`config.mk`:
```
export PLATFORM = sky130hd
export DESIGN_NAME = mch_ctrl
export DESIGN_NICKNAME = d
export VERILOG_FILES = /design/src/rtl/core/mch_pkg.sv /design/src/rtl/core/mch_ctrl.sv
export SDC_FILE = /design/constraint.sdc
export NUM_CORES = 1
export LEC_CHECK = 0
export BUFFER_PORTS_ARGS = -buffer_cell sky130_fd_sc_hd__buf_4
export CAP_MARGIN = 20
export CORE_MARGIN = 2
export CORE_UTILIZATION = 48
export CTS_CLUSTER_DIAMETER = 100
export DETAILED_ROUTE_END_ITERATION = 10
export MAX_ROUTING_LAYER = met4
export PLACE_DENSITY = 0.78
export SETUP_SLACK_MARGIN = 0.5
export SYNTH_ARGS = -nofsm -noshare
export SYNTH_HDL_FRONTEND = slang
export SYNTH_SLANG_ARGS = --single-unit
```
`constraint.sdc`:
```
create_clock -name i_clk -period 1.8 [get_ports i_clk]
set_clock_uncertainty 0.2 [all_clocks]
set_input_delay 0.36 -clock i_clk [delete_from_list [all_inputs] [get_ports i_clk]]
set_output_delay 0.36 -clock i_clk [all_outputs]
set_load 0.02 [all_outputs]
```
`src/rtl/core/mch_pkg.sv`:
```
package mch_pkg;

    // Field widths of one item.
    localparam int W_SLOPE = 32;
    localparam int W_ICPT  = 48;
    localparam int W_X     = 24;
    localparam int W_VALUE = 64;

    // Datapath widths: intercept and slope differences, products, sums.
    localparam int W_PDIFF = W_ICPT + 1;
    localparam int W_QDIFF = W_SLOPE + 1;
    localparam int W_MOP   = 33;
    localparam int W_PROD  = 2 * W_MOP;
    localparam int W_ACC   = W_PDIFF + W_QDIFF;

    // Item kinds.
    localparam logic KIND_PUSH  = 1'b0;
    localparam logic KIND_QUERY = 1'b1;

    // Result status codes.
    typedef logic [1:0] t_status;
    localparam t_status ST_OK    = 2'd0;
    localparam t_status ST_FULL  = 2'd1;
    localparam t_status ST_EMPTY = 2'd2;

    // Operand pairs of the shared multiplier.
    typedef logic [2:0] t_mul_sel;
    localparam t_mul_sel MUL_NONE     = 3'd0;
    localparam t_mul_sel MUL_LO_P1_Q2 = 3'd1;
    localparam t_mul_sel MUL_HI_P1_Q2 = 3'd2;
    localparam t_mul_sel MUL_LO_P2_Q1 = 3'd3;
    localparam t_mul_sel MUL_HI_P2_Q1 = 3'd4;
    localparam t_mul_sel MUL_X_Q      = 3'd5;
    localparam t_mul_sel MUL_M_X      = 3'd6;

    // Accumulator operations.
    typedef logic [2:0] t_acc_op;
    localparam t_acc_op ACC_NONE   = 3'd0;
    localparam t_acc_op ACC_LOAD_A = 3'd1;
    localparam t_acc_op ACC_ADD_A  = 3'd2;
    localparam t_acc_op ACC_LOAD_B = 3'd3;
    localparam t_acc_op ACC_ADD_B  = 3'd4;
    localparam t_acc_op ACC_QUERY  = 3'd5;

    // Commands from the controller to the datapath.
    typedef struct packed {
        logic     capture;
        logic     load_diff;
        t_mul_sel mul_sel;
        t_acc_op  acc_op;
        logic     pop;
        logic     advance;
        logic     push_write;
        logic     out_en;
        t_status  out_status;
        logic     out_value;
    } t_dp_cmd;

    // Status from the datapath to the controller.
    typedef struct packed {
        logic count_zero;
        logic count_full;
        logic count_lt2;
        logic fp_last;
        logic slope_gt;
        logic slope_eq;
        logic icpt_ge;
        logic cmp_gt;
    } t_dp_stat;

endpackage

```
`src/rtl/core/mch_ctrl.sv`:
```
module mch_ctrl (
    input  logic              i_clk,
    input  logic              i_rst_n,
    input  logic              i_start,
    input  logic              i_kind,
    input  mch_pkg::t_dp_stat i_stat,
    output mch_pkg::t_dp_cmd  o_cmd,
    output logic              o_busy
);
    import mch_pkg::*;

    localparam logic [4:0] S_IDLE  = 5'd0;
    localparam logic [4:0] S_PCHK  = 5'd1;
    localparam logic [4:0] S_PTOP  = 5'd2;
    localparam logic [4:0] S_PWAIT = 5'd3;
    localparam logic [4:0] S_PHEAD = 5'd4;
    localparam logic [4:0] S_PM0   = 5'd5;
    localparam logic [4:0] S_PM1   = 5'd6;
    localparam logic [4:0] S_PM2   = 5'd7;
    localparam logic [4:0] S_PM3   = 5'd8;
    localparam logic [4:0] S_PM4   = 5'd9;
    localparam logic [4:0] S_PCMP  = 5'd10;
    localparam logic [4:0] S_PWR   = 5'd11;
    localparam logic [4:0] S_QCHK  = 5'd12;
    localparam logic [4:0] S_QLOOP = 5'd13;
    localparam logic [4:0] S_QM    = 5'd14;
    localparam logic [4:0] S_QACC  = 5'd15;
    localparam logic [4:0] S_QCMP  = 5'd16;
    localparam logic [4:0] S_QVAL  = 5'd17;
    localparam logic [4:0] S_QOUT  = 5'd18;

    logic [4:0] r_state;
    logic [4:0] n_state;
    t_dp_cmd    cmd;

    // Next state and command decode.
    always_comb begin
        n_state        = r_state;
        cmd            = '0;
        cmd.mul_sel    = MUL_NONE;
        cmd.acc_op     = ACC_NONE;
        cmd.out_status = ST_OK;
        case (r_state)
            S_IDLE: begin
                if (i_start) begin
                    cmd.capture = 1'b1;
                    n_state     = (i_kind == KIND_PUSH) ? S_PCHK : S_QCHK;
                end
            end
            // The read of the top two lines is in flight here.
            S_PCHK: begin
                if (i_stat.count_full) begin
                    cmd.out_en     = 1'b1;
                    cmd.out_status = ST_FULL;
                    n_state        = S_IDLE;
                end else if (i_stat.count_zero) begin
                    n_state = S_PWR;
                end else begin
                    n_state = S_PTOP;
                end
            end
            // Rising slope, or equal slope without a lower intercept, is ignored.
            S_PTOP: begin
                if (i_stat.slope_gt || (i_stat.slope_eq && i_stat.icpt_ge)) begin
                    cmd.out_en = 1'b1;
                    n_state    = S_IDLE;
                end else if (i_stat.slope_eq) begin
                    cmd.pop = 1'b1;
                    n_state = S_PWAIT;
                end else begin
                    n_state = S_PHEAD;
                end
            end
            S_PWAIT: n_state = S_PHEAD;
            S_PHEAD: begin
                if (i_stat.count_lt2) begin
                    n_state = S_PWR;
                end else begin
                    cmd.load_diff = 1'b1;
                    n_state       = S_PM0;
                end
            end
            // Both cross products, two partial products each.
            S_PM0: begin
                cmd.mul_sel = MUL_LO_P1_Q2;
                n_state     = S_PM1;
            end
            S_PM1: begin
                cmd.mul_sel = MUL_HI_P1_Q2;
                cmd.acc_op  = ACC_LOAD_A;
                n_state     = S_PM2;
            end
            S_PM2: begin
                cmd.mul_sel = MUL_LO_P2_Q1;
                cmd.acc_op  = ACC_ADD_A;
                n_state     = S_PM3;
            end
            S_PM3: begin
                cmd.mul_sel = MUL_HI_P2_Q1;
                cmd.acc_op  = ACC_LOAD_B;
                n_state     = S_PM4;
            end
            S_PM4: begin
                cmd.acc_op = ACC_ADD_B;
                n_state    = S_PCMP;
            end
            S_PCMP: begin
                if (i_stat.cmp_gt) begin
                    cmd.pop = 1'b1;
                    n_state = S_PWAIT;
                end else begin
                    n_state = S_PWR;
                end
            end
            S_PWR: begin
                cmd.push_write = 1'b1;
                cmd.out_en     = 1'b1;
                n_state        = S_IDLE;
            end
            // The read of the front line and its successor is in flight here.
            S_QCHK: begin
                if (i_stat.count_zero) begin
                    cmd.out_en     = 1'b1;
                    cmd.out_status = ST_EMPTY;
                    n_state        = S_IDLE;
                end else begin
                    n_state = S_QLOOP;
                end
            end
            S_QLOOP: begin
                if (i_stat.fp_last) begin
                    n_state = S_QVAL;
                end else begin
                    cmd.load_diff = 1'b1;
                    n_state       = S_QM;
                end
            end
            S_QM: begin
                cmd.mul_sel = MUL_X_Q;
                n_state     = S_QACC;
            end
            S_QACC: begin
                cmd.acc_op = ACC_QUERY;
                n_state    = S_QCMP;
            end
            // Advance while the next intersection is at or left of x.
            S_QCMP: begin
                if (i_stat.cmp_gt) begin
                    n_state = S_QVAL;
                end else begin
                    cmd.advance = 1'b1;
                    n_state     = S_QCHK;
                end
            end
            S_QVAL: begin
                cmd.mul_sel = MUL_M_X;
                n_state     = S_QOUT;
            end
            S_QOUT: begin
                cmd.out_en    = 1'b1;
                cmd.out_value = 1'b1;
                n_state       = S_IDLE;
            end
            default: n_state = S_IDLE;
        endcase
    end

    // State register.
    always_ff @(posedge i_clk) begin
        if (!i_rst_n) begin
            r_state <= S_IDLE;
        end else begin
            r_state <= n_state;
        end
    end

    assign o_cmd  = cmd;
    assign o_busy = (r_state != S_IDLE);

endmodule

```
==> results of run 1 <==
==> cells by family after synthesis <==
kind of cell / Yosys count / share of synthesized area (%)
mux: 2 / 2.84
buf+inv: 12 / 10.2
compound gates: 33 / 29.2
flops: 5 / 13.4
simple gates: 56 / 44.4
==> per-stage QoR <==
step / TNS (ns) / util, % / setup WS, ns
2_1_floorplan: -0.0689 / - / -0.0376
3_3_place_gp: -0.477 / 88.4 / -0.130
3_5_place_dp: -0.688 / 88.4 / -0.171
==> run metrics, run 1 <==
number of synthesized flops with an enable pin 0; Die Height 43.5 um; placed insts 173; Synth Net Count 120; Post-synth top cells nor2_1, a21oi_1, nand2_1; post-cts sizing count 59; Syn Area/Cell 6.94 um^2; IO Pins 28; cell area after placement 0.00132 mm^2; Final GP Congestion 0.924; asr flop ratio synth 0%; Synth Flop Type dfxtp_1; DP Wirelength 2420 um; Gate Count Post-Synth 108; post-synthesis sequential area ratio 13.4%; most frequent cell after synthesis nor2_1; port bufs 27; Ys Warns 0; Starting Density 50.3%; Root Driver clkbuf_4; Stop Error [ERROR DPL-0038] Utilization greater than 100%, impossible to legalize; H-tree levels 1; Yosys cell types 45; clock sinks 5; Clock Path Buffers 2; synthesized area 749 um^2; Synth area leaders dfxtp_1, a21oi_1, and3_1; Die W 43.5 um; Yosys top cell area share 13.4%; Post-CTS Hold Fix Bufs 0; Synth Register Bits 5; postcts setup bufs 10; Synth area leader dfxtp_1; cts bufs inserted 3; Last stage clock tree synthesis (4_1_cts); outcome aborted with a tool error; Rows 14
==> inputs of run 2 (changes only) <==
CORE_AREA = 2 2 63 65   (was not set)
CORE_MARGIN = not set   (was 2)
CORE_UTILIZATION = not set   (was 48)
CTS_CLUSTER_DIAMETER = not set   (was 100)
DIE_AREA = 0 0 65 67   (was not set)
MAX_ROUTING_LAYER = not set   (was met4)
PLACE_DENSITY = not set   (was 0.78)
PLACE_DENSITY_LB_ADDON = 0.15   (was not set)
SETUP_SLACK_MARGIN = not set   (was 0.5)
==> run 2 against run 1 <==
  * The flow now finishes, with violations (setup timing)
  * Area after synthesis is the same
  * Synthesized cell count unchanged
==> run metrics, run 2 <==
first-pass GRT wire length 5220 um; Remaining Overflow, GRT 0; largest net degree at the start of global routing 10; Fin. Hold Viols 0; IO Pins 28 (unchanged); commonest non-fill, non-tap cells in the layout buf_4, buf_6; biggest regs r_state x5; vias 1135; P per Cell Area 1540 mW/mm^2; R2R depth 6; layout cells sized above 1 72.9%; Max Transition Viols Final 0; Yosys top cell area share 13.4% (unchanged); Synth Net Count 120 (unchanged); Placeable Area 0.00361 mm^2; Final GP Congestion 0.822 (-11%); Hold Worst Slack 0.293 ns; Critical Path End Type primary output; final wirelength 3440 um; cts bufs inserted 3 (unchanged); Die W 65 um (+49%); clock sinks 5 (unchanged); Die Height 67 um (+54%); number of synthesized flops with an enable pin 0 (unchanged); outcome complete, but fails checks; post-layout net count 194; Synth Register Bits 5 (unchanged); Starting Density 20.8% (-30 points); multiplexer area fraction after synthesis 2.84% (unchanged); max FFs per register 5; CP Buf/Inv Count 1; Yosys cell types 45 (unchanged); Synth Flop Type dfxtp_1; Crit path arrival time 1.56 ns; crit-path leading delay family simple AND/OR/NAND/NOR gates; worst-skew pair later-pin latency 0.22 ns; Antenna Nets Post-Route 0; reg-to-reg slack, setup -0.22 ns; Syn Area/Cell 6.94 um^2 (unchanged); Compound-Gate Fraction of Synth Area 29.2% (unchanged); Setup crit start kind flop; # diodes 0; worst rel slew slack 77.5%; Worst-Margin Slew 0.337 ns; maxcap violations 0; Initial DRT Pass Iterations 4; port bufs 27 (unchanged); post-route clock period utilization 118%; Max Clock Freq 0.472 GHz; Cell Chain, Critical Path or3b_4 -> nor4_4 -> a41o_1 -> buf_6; synthesized area 749 um^2 (unchanged); clock slew at reported path FFs 0.04 ns; Top reg by flops r_state; P_leak 0.768 nW; worst path required time 1.24 ns; commonest non-fill, non-tap cell in the layout buf_4; DRC viols 0; Iter 0 DRT Violations 29; R2R Path Start r_state[4]; Hold WC Path Type in -> reg; asr flop ratio synth 0% (unchanged); vias in the first global route 1105; Rows 22 (+8); xor and xnor area share after synthesis 0% (unchanged); Synth area leaders dfxtp_1, a21oi_1, and3_1; DP Wirelength 2390 um (-1.3%); RSZ-0062 raised after global routing yes; Root Driver clkbuf_8; H-tree levels 1 (unchanged); Critical-path top delay cell or3b_4; crit-path max FO 4; DIE AREA 0.00436 mm^2; clock period minus worst slack 2.12 ns; total power 2.76 mW; Gate Count Post-Synth 108 (unchanged); Synth area leader dfxtp_1; Hold EP r_state[2]; R2R Path End r_state[2]; Total Routing Usage GR 15.3%; final setup fails 17; vias per cell 4.96; post-synthesis sequential area ratio 13.4% (unchanged); most frequent cell after synthesis nor2_1; Slowest Stage Delay on Critical Path 0.41 ns; HP Start i_stat[3]; Setup TNS Final -2.88 ns; TritonCTS clock tree built; antenna violations before repair 0; Post-synth top cells nor2_1, a21oi_1, nand2_1; hold path depth 3; Ys Warns 0 (unchanged); largest family of logic cells by synthesized area simple AND/OR/NAND/NOR gates; P&R area growth vs syn 139%; Synth Area in Simple Gates 44.4% (unchanged); post-layout util 49.7%; failing checks setup timing; Final WS setup -0.319 ns; peak supply drop 0.474 mV; drt wl/cell 15.0 um; Clock Path Buffers 2 (unchanged); Worst Setup Path Type reg -> out; Adder-Cell Fraction of Synth Area 0% (unchanged)
[run 2: cell type report]
class,count,area [um^2]
inverters,1,3.75
flip-flops and latches,5,119
fillers,342,1810
repair buffers,80,736
multi-input cells,91,828
clock buffers,3,41.3
clock inverters,1,5.00
well taps,48,60.1
[run 2: how the worst max path moves through the flow]
| stage | start | to | slack, ns | cells after the start |
|---|---|---|---|---|
| 5_1_grt | r_state[1] | o_cmd[6] | -0.37 | 4 |
| 6_report | r_state[4] | o_cmd[6] | -0.32 | 4 |
| 2_1_floorplan | r_state[1] | o_cmd[5] | -0.10 | 3 |
| 3_5_place_dp | r_state[1] | o_cmd[5] | -0.16 | 4 |
| 4_1_cts | r_state[4] | o_cmd[6] | -0.31 | 4 |
| 3_3_place_gp | r_state[4] | o_cmd[11] | -0.13 | 5 |
[run 2: worst min-delay path, stage by stage]
cell	delay, ns
buf_4	0.11
or4_4	0.13
a31oi_4	0.07
[run 2: layer usage]
layer | routed length, um | part of all wire, % | GRT usage [%]
met5 | 0 | 0 | 0
met4 | 25 | 0.73 | 3.99
met3 | 163 | 4.7 | 1.69
met2 | 1840 | 53 | 29.3
met1 | 1410 | 41 | 17.9
[run 2: cell families after synthesis]
group / after synthesis
simple gates: 56
compound gates: 33
buf+inv: 12
flops: 5
mux: 2
[run 2: metrics by stage]
| stage | instances | area [um^2] | worst slack (ns) |
|---|---|---|---|
| 5_1_grt | 229 | 1790 | -0.373 |
| 3_5_place_dp | 205 | 1220 | -0.159 |
| 2_1_floorplan | 108 | 786 | -0.102 |
| 4_1_cts | 219 | 1560 | -0.312 |
| 6_report | 229 | 1790 | -0.319 |
| 3_3_place_gp | 205 | 1220 | -0.127 |
[run 2: power by group]
part / total (mW) / switching, mW / leakage, nW / internal [mW]
Clock: 0.205 / 0.0562 / 0.0255 / 0.149
Combinational: 2.32 / 1.07 / 0.698 / 1.24
Sequential: 0.239 / 0.0680 / 0.0445 / 0.171
[run 2: repair_timing]
| item | 4_1_cts | 5_1_grt |
|---|---|---|
| setup buffers | 10 | 11 |
| setup endpoints to repair | 18 | 21 |
| hold buffers | 0 | 0 |
| gates resized for setup | 62 | 38 |
| pin swaps | 12 | 10 |
Power figures use the tool's default switching activity.
